===== src/rtl/tls_pkg.sv =====
// shared types, constants and helper functions for the trigraph and line splice block
// no dependencies

package tls_pkg;

    localparam int MAX_RESULTS = 5;
    localparam int CNT_W       = 3;

    localparam logic [7:0] QMARK   = 8'h3F;
    localparam logic [7:0] BSLASH  = 8'h5C;
    localparam logic [7:0] NEWLINE = 8'h0A;

    // one whole character, first byte in the low bits
    typedef struct packed {
        logic [31:0] bytes;
        logic [2:0]  len;
    } chr_t;

    // one result beat, last is added by the result buffer
    typedef struct packed {
        chr_t chr;
        logic end_f;
        logic err_f;
    } result_t;

    typedef struct packed {
        logic       hit;
        logic [7:0] to;
    } tri_hit_t;

    // one push into the splice window
    typedef struct packed {
        chr_t       w0;
        chr_t       w1;
        logic [1:0] cnt;
        logic       emit;
        chr_t       out;
    } splice_step_t;

    function automatic result_t mk_res(chr_t c, logic e, logic r);
        result_t res;
        res.chr   = c;
        res.end_f = e;
        res.err_f = r;
        return res;
    endfunction

    // clamp the length to four and clear bytes past it
    function automatic chr_t norm_char(logic [31:0] bytes, logic [2:0] len);
        chr_t c;
        c.len   = (len > 3'd4) ? 3'd4 : len;
        c.bytes = bytes;
        case (c.len)
            3'd0:    c.bytes = 32'd0;
            3'd1:    c.bytes = {24'd0, bytes[7:0]};
            3'd2:    c.bytes = {16'd0, bytes[15:0]};
            3'd3:    c.bytes = {8'd0, bytes[23:0]};
            default: c.bytes = bytes;
        endcase
        return c;
    endfunction

    // third character of a ??x trigraph to its replacement
    function automatic tri_hit_t tri_map(logic [7:0] b);
        tri_hit_t t;
        t.hit = 1'b1;
        t.to  = 8'h00;
        case (b)
            8'h3D:   t.to = 8'h23;
            8'h28:   t.to = 8'h5B;
            8'h2F:   t.to = 8'h5C;
            8'h29:   t.to = 8'h5D;
            8'h27:   t.to = 8'h5E;
            8'h3C:   t.to = 8'h7B;
            8'h21:   t.to = 8'h7C;
            8'h3E:   t.to = 8'h7D;
            8'h2D:   t.to = 8'h7E;
            default: t.hit = 1'b0;
        endcase
        return t;
    endfunction

    function automatic splice_step_t splice_push(chr_t w0, chr_t w1, logic [1:0] cnt, chr_t c);
        splice_step_t s;
        s.w0   = w0;
        s.w1   = w1;
        s.cnt  = cnt;
        s.emit = 1'b0;
        s.out  = c;
        if (!cnt[1])
        begin
            if (cnt == 2'd0)
                s.w0 = c;
            else
                s.w1 = c;
            s.cnt = cnt + 2'd1;
        end
        else if (w0.bytes[7:0] == BSLASH && w1.bytes[7:0] == NEWLINE)
        begin
            // backslash-newline dropped, the next character passes untested
            s.emit = 1'b1;
            s.out  = c;
            s.cnt  = 2'd0;
        end
        else
        begin
            s.emit = 1'b1;
            s.out  = w0;
            s.w0   = w1;
            s.w1   = c;
            s.cnt  = 2'd2;
        end
        return s;
    endfunction

endpackage


===== src/rtl/tls_window.sv =====
// trigraph and splice lookahead windows, builds the result list for one item
// depends on tls_pkg

module tls_window
(
    input  logic                      clk,
    input  logic                      rst_n,
    input  logic                      go,
    input  logic [31:0]               item_bytes,
    input  logic [2:0]                item_len,
    input  logic                      item_end,
    output tls_pkg::result_t          list [tls_pkg::MAX_RESULTS],
    output logic [tls_pkg::CNT_W-1:0] list_cnt
);

    tls_pkg::chr_t tw0_reg, tw0_next;
    tls_pkg::chr_t tw1_reg, tw1_next;
    tls_pkg::chr_t sw0_reg, sw0_next;
    tls_pkg::chr_t sw1_reg, sw1_next;
    logic [1:0]    tc_reg, tc_next;
    logic [1:0]    sc_reg, sc_next;

    always_comb
    begin
        tls_pkg::chr_t        c;
        tls_pkg::chr_t        r;
        tls_pkg::tri_hit_t    th;
        tls_pkg::splice_step_t st;
        tls_pkg::chr_t        w0;
        tls_pkg::chr_t        w1;
        logic [1:0]           cnt;
        logic [tls_pkg::CNT_W-1:0] n;

        tw0_next = tw0_reg;
        tw1_next = tw1_reg;
        sw0_next = sw0_reg;
        sw1_next = sw1_reg;
        tc_next  = tc_reg;
        sc_next  = sc_reg;
        for (int i = 0; i < tls_pkg::MAX_RESULTS; i++)
            list[i] = '0;
        n   = '0;
        c   = tls_pkg::norm_char(item_bytes, item_len);
        th  = tls_pkg::tri_map(c.bytes[7:0]);
        r   = '0;
        w0  = sw0_reg;
        w1  = sw1_reg;
        cnt = sc_reg;
        st  = tls_pkg::splice_push(sw0_reg, sw1_reg, sc_reg, tw0_reg);

        if (item_end)
        begin
            // flush stage one into stage two, untested for trigraphs
            if (tc_reg != 2'd0)
            begin
                st  = tls_pkg::splice_push(w0, w1, cnt, tw0_reg);
                w0  = st.w0;
                w1  = st.w1;
                cnt = st.cnt;
                if (st.emit)
                begin
                    list[n] = tls_pkg::mk_res(st.out, 1'b0, 1'b0);
                    n = n + tls_pkg::CNT_W'(1);
                end
            end
            if (tc_reg[1])
            begin
                st  = tls_pkg::splice_push(w0, w1, cnt, tw1_reg);
                w0  = st.w0;
                w1  = st.w1;
                cnt = st.cnt;
                if (st.emit)
                begin
                    list[n] = tls_pkg::mk_res(st.out, 1'b0, 1'b0);
                    n = n + tls_pkg::CNT_W'(1);
                end
            end
            if (cnt[1] && w0.bytes[7:0] == tls_pkg::BSLASH
                && w1.bytes[7:0] == tls_pkg::NEWLINE)
            begin
                list[n] = tls_pkg::mk_res('0, 1'b1, 1'b1);
                n = n + tls_pkg::CNT_W'(1);
            end
            else
            begin
                if (cnt != 2'd0)
                begin
                    list[n] = tls_pkg::mk_res(w0, 1'b0, 1'b0);
                    n = n + tls_pkg::CNT_W'(1);
                end
                if (cnt[1])
                begin
                    list[n] = tls_pkg::mk_res(w1, 1'b0, 1'b0);
                    n = n + tls_pkg::CNT_W'(1);
                end
                list[n] = tls_pkg::mk_res('0, 1'b1, 1'b0);
                n = n + tls_pkg::CNT_W'(1);
            end
            tc_next = 2'd0;
            sc_next = 2'd0;
        end
        else if (c.len != 3'd0)
        begin
            if (!tc_reg[1])
            begin
                if (tc_reg == 2'd0)
                    tw0_next = c;
                else
                    tw1_next = c;
                tc_next = tc_reg + 2'd1;
            end
            else
            begin
                if (tw0_reg.bytes[7:0] == tls_pkg::QMARK
                    && tw1_reg.bytes[7:0] == tls_pkg::QMARK && th.hit)
                begin
                    // replacement goes on and is never looked at again
                    r.bytes = {24'd0, th.to};
                    r.len   = 3'd1;
                    tc_next = 2'd0;
                    st = tls_pkg::splice_push(sw0_reg, sw1_reg, sc_reg, r);
                end
                else
                begin
                    tw0_next = tw1_reg;
                    tw1_next = c;
                    st = tls_pkg::splice_push(sw0_reg, sw1_reg, sc_reg, tw0_reg);
                end
                sw0_next = st.w0;
                sw1_next = st.w1;
                sc_next  = st.cnt;
                if (st.emit)
                begin
                    list[0] = tls_pkg::mk_res(st.out, 1'b0, 1'b0);
                    n = tls_pkg::CNT_W'(1);
                end
            end
        end
        list_cnt = n;
    end

    // window entries are only read below their counts
    always_ff @(posedge clk)
    begin
        if (go)
        begin
            tw0_reg <= tw0_next;
            tw1_reg <= tw1_next;
            sw0_reg <= sw0_next;
            sw1_reg <= sw1_next;
        end
    end

    always_ff @(posedge clk or negedge rst_n)
    begin
        if (!rst_n)
        begin
            tc_reg <= 2'd0;
            sc_reg <= 2'd0;
        end
        else if (go)
        begin
            tc_reg <= tc_next;
            sc_reg <= sc_next;
        end
    end

endmodule


===== src/rtl/tls_result_buf.sv =====
// result register, a short shift queue holding the beats of one item
// depends on tls_pkg

module tls_result_buf
(
    input  logic                      clk,
    input  logic                      rst_n,
    input  logic                      load,
    input  tls_pkg::result_t          list [tls_pkg::MAX_RESULTS],
    input  logic [tls_pkg::CNT_W-1:0] list_cnt,
    input  logic                      out_stall,
    output logic                      out_valid,
    output tls_pkg::result_t          head,
    output logic                      last,
    output logic                      drained
);

    tls_pkg::result_t          res_reg [tls_pkg::MAX_RESULTS];
    logic [tls_pkg::CNT_W-1:0] cnt_reg, cnt_next;
    logic                      pop;

    assign out_valid = (cnt_reg != '0);
    assign pop       = out_valid && !out_stall;
    assign last      = (cnt_reg == tls_pkg::CNT_W'(1));
    assign head      = res_reg[0];
    // empty now or after the beat being taken
    assign drained   = !out_valid || (pop && last);

    always_comb
    begin
        cnt_next = cnt_reg;
        if (load)
            cnt_next = list_cnt;
        else if (pop)
            cnt_next = cnt_reg - tls_pkg::CNT_W'(1);
    end

    always_ff @(posedge clk)
    begin
        if (load)
        begin
            for (int i = 0; i < tls_pkg::MAX_RESULTS; i++)
                res_reg[i] <= list[i];
        end
        else if (pop)
        begin
            for (int i = 0; i < tls_pkg::MAX_RESULTS - 1; i++)
                res_reg[i] <= res_reg[i+1];
        end
    end

    always_ff @(posedge clk or negedge rst_n)
    begin
        if (!rst_n)
            cnt_reg <= '0;
        else
            cnt_reg <= cnt_next;
    end

endmodule


===== src/rtl/trigraph_and_line_splice_core.sv =====
// top level of the trigraph replacement and line splice block
// depends on tls_pkg, tls_window and tls_result_buf
//
// usage
//   input channel: in_valid / in_stall carry one source character per beat
//   (char_bytes, char_len) or an end marker (end_of_input). a beat with
//   length zero and no end marker is dropped without a result.
//   output channel: out_valid / out_stall carry one result per beat, with
//   last marking the final beat caused by an input beat.
//   each character passes the input register, then the result register,
//   on its way to the first result beat.
//   throughput: one character per cycle while in_stall is low; a character
//   gives zero or one result beat. an end marker gives up to five beats
//   (flushed characters plus the end beat) and holds off the next input
//   while they drain. a stalled output keeps its beat; the next item waits
//   in the input register and in_stall rises until the result queue can be
//   refilled. reset clears the window counts and both registers; a new
//   stream may follow each end beat.

module trigraph_and_line_splice_core
(
    input  logic        clk,
    input  logic        rst_n,
    input  logic        in_valid,
    output logic        in_stall,
    input  logic [31:0] char_bytes,
    input  logic [2:0]  char_len,
    input  logic        end_of_input,
    output logic        out_valid,
    input  logic        out_stall,
    output logic [31:0] out_bytes,
    output logic [2:0]  out_len,
    output logic        end_flag,
    output logic        error_flag,
    output logic        last
);

    // input register
    logic        in_valid_reg, in_valid_next;
    logic [31:0] in_bytes_reg;
    logic [2:0]  in_len_reg;
    logic        in_end_reg;

    logic                      accept;
    logic                      go;
    logic                      drained;
    tls_pkg::result_t          list [tls_pkg::MAX_RESULTS];
    logic [tls_pkg::CNT_W-1:0] list_cnt;
    tls_pkg::result_t          head;

    // an item is worked on once the result queue empties this cycle
    assign go       = in_valid_reg && drained;
    assign in_stall = in_valid_reg && !drained;
    assign accept   = in_valid && !in_stall;

    always_comb
    begin
        in_valid_next = in_valid_reg;
        if (accept)
            in_valid_next = 1'b1;
        else if (go)
            in_valid_next = 1'b0;
    end

    always_ff @(posedge clk or negedge rst_n)
    begin
        if (!rst_n)
            in_valid_reg <= 1'b0;
        else
            in_valid_reg <= in_valid_next;
    end

    always_ff @(posedge clk)
    begin
        if (accept)
        begin
            in_bytes_reg <= char_bytes;
            in_len_reg   <= char_len;
            in_end_reg   <= end_of_input;
        end
    end

    // both lookahead windows and the result list for the held item
    tls_window u_window
    (
        .clk        (clk),
        .rst_n      (rst_n),
        .go         (go),
        .item_bytes (in_bytes_reg),
        .item_len   (in_len_reg),
        .item_end   (in_end_reg),
        .list       (list),
        .list_cnt   (list_cnt)
    );

    // result queue feeding the output channel
    tls_result_buf u_result_buf
    (
        .clk       (clk),
        .rst_n     (rst_n),
        .load      (go),
        .list      (list),
        .list_cnt  (list_cnt),
        .out_stall (out_stall),
        .out_valid (out_valid),
        .head      (head),
        .last      (last),
        .drained   (drained)
    );

    assign out_bytes  = head.chr.bytes;
    assign out_len    = head.chr.len;
    assign end_flag   = head.end_f;
    assign error_flag = head.err_f;

    // the end beat always closes its item
    a_end_is_last: assert property (@(posedge clk) disable iff (!rst_n)
        (out_valid && end_flag) |-> last)
        else $error("end beat not marked last");

    // only end beats carry no bytes
    a_len_vs_end: assert property (@(posedge clk) disable iff (!rst_n)
        out_valid |-> ((out_len == 3'd0) == end_flag))
        else $error("output length disagrees with end flag");

    // error is only reported on an end beat
    a_err_on_end: assert property (@(posedge clk) disable iff (!rst_n)
        (out_valid && error_flag) |-> end_flag)
        else $error("error flag outside end beat");

    // a held item is taken as soon as the queue drains
    a_item_taken: assert property (@(posedge clk) disable iff (!rst_n)
        (in_valid_reg && !out_valid) |=> (!in_valid_reg || $past(accept)))
        else $error("held item not consumed with empty result queue");

endmodule

===== config.mk =====
export PLATFORM = sky130hd
export DESIGN_NAME = trigraph_and_line_splice_core
export DESIGN_NICKNAME = d
export VERILOG_FILES = /design/src/rtl/tls_pkg.sv /design/src/rtl/tls_window.sv /design/src/rtl/tls_result_buf.sv /design/src/rtl/trigraph_and_line_splice_core.sv
export SDC_FILE = /design/constraint.sdc
export NUM_CORES = 1
export LEC_CHECK = 0
export ABC_AREA = 1
export BUFFER_PORTS_ARGS = -buffer_cell sky130_fd_sc_hd__buf_2
export CAP_MARGIN = 15
export CELL_PAD_IN_SITES_DETAIL_PLACEMENT = 0
export CELL_PAD_IN_SITES_GLOBAL_PLACEMENT = 1
export CORE_ASPECT_RATIO = 2
export CORE_MARGIN = 2
export CORE_UTILIZATION = 43
export CTS_BUF_LIST = sky130_fd_sc_hd__clkbuf_4 sky130_fd_sc_hd__clkbuf_8
export DETAILED_ROUTE_END_ITERATION = 10
export HOLD_SLACK_MARGIN = 0.03
export PLACE_DENSITY_LB_ADDON = 0.25
export SETUP_SLACK_MARGIN = 0.15
export SLEW_MARGIN = 20
export SYNTH_ARGS = -nofsm -noshare
export SYNTH_HDL_FRONTEND = slang
export SYNTH_HIERARCHICAL = 1
export SYNTH_SLANG_ARGS = --single-unit

===== constraint.sdc =====
create_clock -name clk -period 6.2 [get_ports clk]
set_input_delay 0.31 -clock clk [delete_from_list [all_inputs] [get_ports clk]]
set_output_delay 0.31 -clock clk [all_outputs]
set_load 0.05 [all_outputs]

==> flow_metrics.py, run 1 <==
metrics = {
    "timing": {
        "tightest_slew_ns": 1.21,
        "fin_crit_sh_pct": 86.4,
        "final.setup.tns_ns": 0,
        "period_minus_slack_ns": 5.36,
        "fin_skew_ns": 0.0216,
        "rsz0062_at_grt": "false",
        "relSlewSlack_pct": 19.4,
        "worst_hold_slack_ns": 0.101,
        "final_hold_viol_count": 0,
        "fmax_mhz": 187,
        "timing.final.ws_setup_ns": 0.843,
        "slew_viol_final": 0,
        "setup_viol": 0,
    },
    "power": {
        "p_comb_share_pct": 56.9,
        "peakVddDrop_mv": 0.403,
        "p_clk_share_pct": 14.3,
        "p_sw_uw": 7790,
        "leakagePower_uw": 0.0133,
        "swShare_pct": 51.6,
        "power.density_nw_per_um2": 519,
        "intPower_uw": 7310,
        "p_seq_share_pct": 28.8,
        "power.total_uw": 15100,
    },
    "synthesis": {
        "synthCells": 3953,
        "seq_area_frac_synth_pct": 40.9,
        "synth_seq_cells": 369,
        "yosys_warnings": 6,
        "async_reset_ff_share_pct": 2.17,
        "synth_nets": 4003,
        "avgSynthCellArea_um2": 6.83,
        "synth_edf_count": 361,
        "synth_cell_type_count": 47,
        "syn-cell-area_um2": 27000,
        "dominantRegCellSynth": "edfxtp_1",
    },
    "critical_path": {
        "crit_required_ns": 6.61,
        "critPathMaxStageDelay_ns": 0.70,
        "worstPathMaxFanout": 37,
        "cpLargestDelayFamily": "simple AND/OR/NAND/NOR gates",
        "setup.worst_path.class": "register to register",
        "worst-path-buf-inv": 6,
        "startpoint_type": "register",
        "crit_chain": "inv_2 > nor2_4 > buf_4 > inv_2 > o21ai_2 > nor2_1 > nand2_1 > nand2_1 > inv_2 > nor2_2 > inv_1 > nand2_1 > inv_2 > nand3_2 > nand3_1 > nand2_1 > nand2_1 > nor2_1 > nand2_1 > nand2_1",
        "cpMostUsedCell": "nand2_1",
        "crit_slowest_cell": "dfrtp_2",
        "crit_path_end_kind": "register",
        "crit_arrival_ns": 5.76,
    },
    "placed_design": {
        "portBuffers": 79,
        "dp_hpwl_mm": 65.8,
        "preCtsSetupSlack_ns": 0.958,
        "place_area_um2": 27500,
        "place_congestion": 0.970,
    },
    "layout": {
        "largest_reg_flops": 185,
        "final_cell_area_um2": 29100,
        "drive_gt1_share_pct": 8.13,
        "fin_nets": 3925,
        "synthToLayoutAreaGrowth_pct": 7.89,
        "multi_input_area_um2": 13300,
        "seqCellArea_um2": 11000,
        "nFillCells": 6509,
    },
    "floorplanning": {
        "row_count": 129,
        "core_um2": 62000,
        "dieArea_um2": 64900,
        "start_util_pct": 43.5,
        "die-height_um": 358,
        "ios": 80,
        "die_w_um": 181,
    },
    "global_routing": {
        "antenna_found_initial": 1,
        "grt_pass1_vias": 24400,
        "grt_start_max_net_pins": 153,
        "grt-ovfl-total": 0,
        "grt_usage_pct": 28.2,
        "grt_pass1_wl_mm": 145,
    },
    "clocking": {
        "insertion_delay_ns": 0.66,
        "htree_levels": 2,
        "clkSinkCount": 369,
        "clockRootBuffer": "clkbuf_8",
        "cts_tree": "done",
        "cts_made_buffers": 56,
        "clkSlewWorstSetupHoldPaths_ns": 0.07,
        "clockBufferDepth": 3,
    },
    "detailed_routing": {
        "drt_first_iter_violations": 2606,
        "wirelength_mm": 93.3,
        "routedWlPerCell_um": 19.8,
        "drc": 0,
        "viasPerCell": 5.58,
        "routed-via-count": 26300,
        "drt.antenna.violating_nets": 0,
        "drt-pass1-iter-count": 7,
    },
    "hold_path": {
        "hold_path.class": "input port to async pin",
    },
    "run": {
        "cap_violations": 0,
    },
    "status": {
        "status": "finished, final reports clean",
    },
}
-- cell usage in the layout, fill, tap and decap left out, types with 4 or more instances in the layout --
| cell | n |
|---|---|
| nand2_2 | 9 |
| ha_1 | 10 |
| and2_1 | 7 |
| a22oi_1 | 6 |
| nor2_1 | 251 |
| nand3_1 | 354 |
| clkinv_2 | 5 |
| nor2_4 | 6 |
| clkbuf_8 | 65 |
| o31ai_1 | 4 |
| a211oi_1 | 9 |
| o221ai_1 | 34 |
| o21ai_0 | 241 |
| dfrtp_1 | 6 |
| clkbuf_4 | 18 |
| a21oi_1 | 100 |
| edfxtp_1 | 361 |
| nor3_1 | 46 |
| inv_1 | 301 |
| buf_4 | 63 |
| inv_2 | 27 |
| or2_2 | 5 |
| a31oi_1 | 4 |
| clkinv_1 | 19 |
| o22ai_1 | 14 |
| nand3_2 | 7 |
| nand2_1 | 1548 |
| buf_2 | 79 |
| o21ai_1 | 12 |
| nor2_2 | 7 |
| nand4_1 | 193 |
| o211ai_1 | 32 |
| dlygate4sd3_1 | 39 |
-- power by group through the flow --
stage          clock network (µW)  logic (µW)  registers, µW
2_1_floorplan                   0        6250           4330
3_3_place_gp                    0        8450           4380
3_5_place_dp                    0        8440           4400
4_1_cts                      2220        8490           4350
5_1_grt                      2300        9540           4420
6_report                     2160        8590           4350
-- cell usage after synthesis, types with 2 or more instances --
cell      count  area share (%)
nand2_2       9            0.21
nor4_1        3           0.070
o31ai_1       4            0.11
o22ai_1      14            0.32
inv_1       302             4.2
a22oi_1       6            0.17
or2_2         5            0.12
nor2_1      254             3.5
buf_4        43             1.2
nand2_1    1550              22
o211ai_1     32            0.89
nand4_1     193             4.5
and2_1        7            0.16
o21ai_0     241             4.5
nor3_4        2            0.12
edfxtp_1    361              40
nand3_1     355             6.6
clkinv_1      6           0.083
nor2_4        5            0.21
nor3_1       46            0.85
a211oi_1      9            0.25
o221ai_1     34             1.1
ha_1         10            0.46
a21oi_1     100             1.9
a32oi_1       2           0.065
o21a_1        3           0.083
nand3_2       7            0.26
o21ai_1      13            0.24
buf_6         6            0.25
clkbuf_1    157             2.2
buf_1        33            0.46
dfrtp_1       8            0.74
o21ai_2       2           0.065
a31oi_1       6            0.14
nor2_2        5            0.12
buf_2        82             1.5
inv_2        28            0.39
-- cells by family after synthesis --
logic type / count (synthesis) / share of synthesized area, %
and+or+nand+nor: 2445 / 38.4
buffers and inverters: 658 / 10.3
AOI/OAI and AO/OA: 469 / 9.86
DFF: 369 / 40.9
adders and majority gates: 10 / 0.464
xor gates and xnor gates: 1 / 0.0325
other: 1 / 0.0139
-- path summary, 6_finish.rpt --
path / start / endpoint / slack, ns / cells after the start
worst max-delay path: u_window/sc_reg[1] / u_result_buf/res_reg[0][58] / 0.84 / 20
worst min-delay path: rst_n / u_window/tc_reg[0] / 0.10 / 2
worst max register to register: u_window/sc_reg[1] / u_result_buf/res_reg[0][58] / 0.84 / 20
worst min register to register: u_result_buf/cnt_reg[1] / u_result_buf/cnt_reg[1] / 0.52 / 2
max in group asynchronous: rst_n / u_window/sc_reg[1] / 5.81 / 2
min in group clk: char_bytes[24] / in_bytes_reg[24] / 0.37 / 2
-- cell type report --
cell class	count	area share, %
Antenna cell	1	0.00859
Clock buffer	83	3.54
Clock inverter	23	0.541
Inverter	337	4.37
Multi-Input combinational cell	2926	45.6
Sequential cell	369	37.9
Tap cell	786	3.38
Timing Repair Buffer	185	4.62
-- repair_timing --
action                    in CTS  in global routing
hold buffers                  39                  0
resized for setup              0                  0
setup buffers                  0                  0
hold endpoints to repair      46                  0
-- metal layers --
metal / track usage (%) / wire length [µm] / vias to the layer above
met3: 2.57 / 5190 / 188
li1: - / - / 12900
met4: 9.82 / 3140 / 0
met2: 46.4 / 43500 / 1047
met1: 39.2 / 41500 / 12100
met5: 0 / 0 / -
-- metrics by stage --
stage                     utilization [%]  cells
after floorplan                         -   3953
after global placement               44.4   4563
after detailed placement             44.4   4563
after CTS                            46.9   4708
after global routing                 47.0   4710
final                                47.0   4710
Note: power is estimated with default switching activity, not from simulation.
==> run 2, diff against run 1 <==
--- a/config.mk
+++ b/config.mk
@@ -17,6 +17,7 @@
 export DETAILED_ROUTE_END_ITERATION = 10
 export HOLD_SLACK_MARGIN = 0.03
 export PLACE_DENSITY_LB_ADDON = 0.25
+export RECOVER_POWER = 100
 export SETUP_SLACK_MARGIN = 0.15
 export SLEW_MARGIN = 20
 export SYNTH_ARGS = -nofsm -noshare
==> flow_metrics.py, run 2 (synthesis results as in run 1) <==
metrics = {
    "status": {
        "status": "finished, violations left",
        "violations": "capacitance limit, slew limit",
    },
    "clocking": {
        "cts_resized": 0,
        "cts_tree": "done",
        "clkSinkCount": 369,
        "clockBufferDepth": 3,
        "insertion_delay_ns": 0.66,
        "clkSlewWorstSetupHoldPaths_ns": 0.07,
        "cts_made_buffers": 56,
        "cts_hold_repair.buffers": 39,
        "clockRootBuffer": "clkbuf_8",
        "htree_levels": 2,
        "post_cts_buffers": 0,
    },
    "critical_path": {
        "reg2reg_depth": 23,
        "cpLargestDelayFamily": "simple AND/OR/NAND/NOR gates",
        "worstPathMaxFanout": 35,
        "startpoint_type": "register",
        "setup.worst_path.class": "register to register",
        "rrSetupSlack_ns": 0.62,
        "critPathMaxStageDelay_ns": 0.69,
        "path_depth": 23,
        "crit_required_ns": 6.61,
        "cpMostUsedCell": "nand2_1",
        "crit_arrival_ns": 5.99,
        "crit_slowest_cell": "nand3_2",
        "worst-path-buf-inv": 4,
        "crit_path_end_kind": "register",
        "r2r_start": "u_window/sc_reg[1]",
        "worstReg2RegEnd": "u_result_buf/res_reg[0][58]",
        "crit_chain": "nor2_4 > inv_1 > nand3_1 > o21ai_4 > ha_1 > inv_1 > o22ai_1 > ha_1 > inv_1 > nand3_1 > nand2_1 > ha_1 > nand2_1 > nand2_1 > nand2_1 > inv_1 > nand3_2 > nand3_1 > nand2_1 > nand2_1 > nor2_1 > nand2_1 > nand2_1",
    },
    "detailed_routing": {
        "drt.antenna.violating_nets": 0,
        "wirelength_mm": 93.4,
        "routedWlPerCell_um": 19.8,
        "drt_first_iter_violations": 2686,
        "viasPerCell": 5.56,
        "routed-via-count": 26200,
        "drt-pass1-iter-count": 6,
        "drc": 0,
    },
    "global_routing": {
        "grt-ovfl-total": 0,
        "grt_pass1_wl_mm": 145,
        "grt_start_max_net_pins": 153,
        "grt_pass1_vias": 24400,
        "antenna_found_initial": 1,
        "grt_usage_pct": 28.2,
    },
    "timing": {
        "period_minus_slack_ns": 5.58,
        "tightest_slew_ns": 3.06,
        "fin_crit_sh_pct": 90.0,
        "fin_skew_ns": 0.0208,
        "slew_viol_final": 203,
        "final.setup.tns_ns": 0,
        "rsz0062_at_grt": "false",
        "final_hold_viol_count": 0,
        "relSlewSlack_pct": -104,
        "setup_viol": 0,
        "fmax_mhz": 179,
    },
    "floorplanning": {
        "ios": 80,
        "core_um2": 62000,
        "row_count": 129,
        "die_w_um": 181,
        "die-height_um": 358,
        "dieArea_um2": 64900,
        "start_util_pct": 43.5,
    },
    "hold_path": {
        "hold_path.class": "input port to async pin",
    },
    "placed_design": {
        "dp_hpwl_mm": 65.8,
        "placed_cells": 4563,
        "place_area_um2": 27500,
        "place_congestion": 0.970,
        "portBuffers": 79,
    },
    "run": {
        "cap_violations": 4,
    },
    "power": {
        "power.density_nw_per_um2": 519,
        "power.total_uw": 15000,
        "leakagePower_uw": 0.0131,
        "peakVddDrop_mv": 0.406,
    },
    "layout": {
        "synthToLayoutAreaGrowth_pct": 7.39,
        "final_cell_mix": "1549 x nand2_1, 361 x edfxtp_1, 357 x nand3_1",
        "fin_cells": 4710,
        "drive_gt1_share_pct": 6.63,
        "final_cell_area_um2": 29000,
        "final_common_cell": "nand2_1",
        "utilization_pct": 46.8,
        "fin_nets": 3925,
        "largest_reg_flops": 185,
    },
}
[run 2: cell types whose count changed in the layout (fill, tap and decap cells not counted), moves of 2 or more]
| cell | change |
|---|---|
| nor2_2 | -2 |
| clkbuf_2 | +2 |
| inv_2 | -6 |
| buf_4 | -10 |
| inv_1 | +5 |
| nand3_2 | -3 |
| nand3_1 | +3 |
| buf_2 | -41 |
| clkbuf_1 | +46 |
| nor2_1 | +2 |
| clkbuf_4 | +3 |
[run 2: per-stage QoR]
stage	hold slack, ns	setup WS [ns]
2_1_floorplan	0.0144	1.23
6_report	0.281	0.621
5_1_grt	0.291	0.255
4_1_cts	0.0592	0.962
3_3_place_gp	0.230	0.913
3_5_place_dp	0.230	0.958
[run 2: worst max-delay path by stage]
stage,startpoint,endpoint,slack [ns]
detailed placement,u_window/sc_reg[1],u_result_buf/res_reg[0][58],0.96
CTS,in_len_reg[2],u_window/sw0_reg[4],0.96
floorplan,u_result_buf/cnt_reg[0],u_window/sw0_reg[0],1.23
global route,u_window/sc_reg[1],u_result_buf/res_reg[0][48],0.26
finish,u_window/sc_reg[1],u_result_buf/res_reg[0][58],0.62
global placement,in_len_reg[2],u_window/sw0_reg[16],0.91
[run 2: final cells by class]
cell class,instances,area (µm²)
Clock inverter,23,158
Timing Repair Buffer,185,1260
Fill cell,6516,33000
Tap cell,786,983
Antenna cell,1,2.50
Inverter,337,1270
Multi-Input combinational cell,2926,13200
Clock buffer,83,1030
Sequential cell,369,11000
[run 2: metal layers]
metal / global-route usage (%) / part of all wire [%] / wire length, µm / up-vias
met4: 9.82 / 3.3 / 3040 / 0
met5: 0 / 0 / 0 / -
li1: - / - / - / 12900
met1: 39.2 / 44 / 41400 / 12000
met3: 2.57 / 5.7 / 5310 / 181
met2: 46.4 / 47 / 43700 / 1071
[run 2: report_power, final]
group / switching [µW] / leakage [µW] / internal, µW / total [µW]
logic: 6460 / 0.00892 / 2040 / 8500
clock network: 1010 / 0.000623 / 1150 / 2160
registers: 312 / 0.00360 / 4080 / 4390
[run 2: worst reg2reg max path, stage by stage, from the launching register on]
cell	delay (ns)
dfrtp_2	0.60
nor2_4	0.38
inv_1	0.36
nand3_1	0.28
o21ai_4	0.19
ha_1	0.34
inv_1	0.03
o22ai_1	0.50
ha_1	0.37
inv_1	0.09
nand3_1	0.09
nand2_1	0.12
ha_1	0.18
nand2_1	0.06
nand2_1	0.06
nand2_1	0.13
inv_1	0.15
nand3_2	0.69
nand3_1	0.38
nand2_1	0.09
nand2_1	0.07
nor2_1	0.04
nand2_1	0.10
nand2_1	0.05
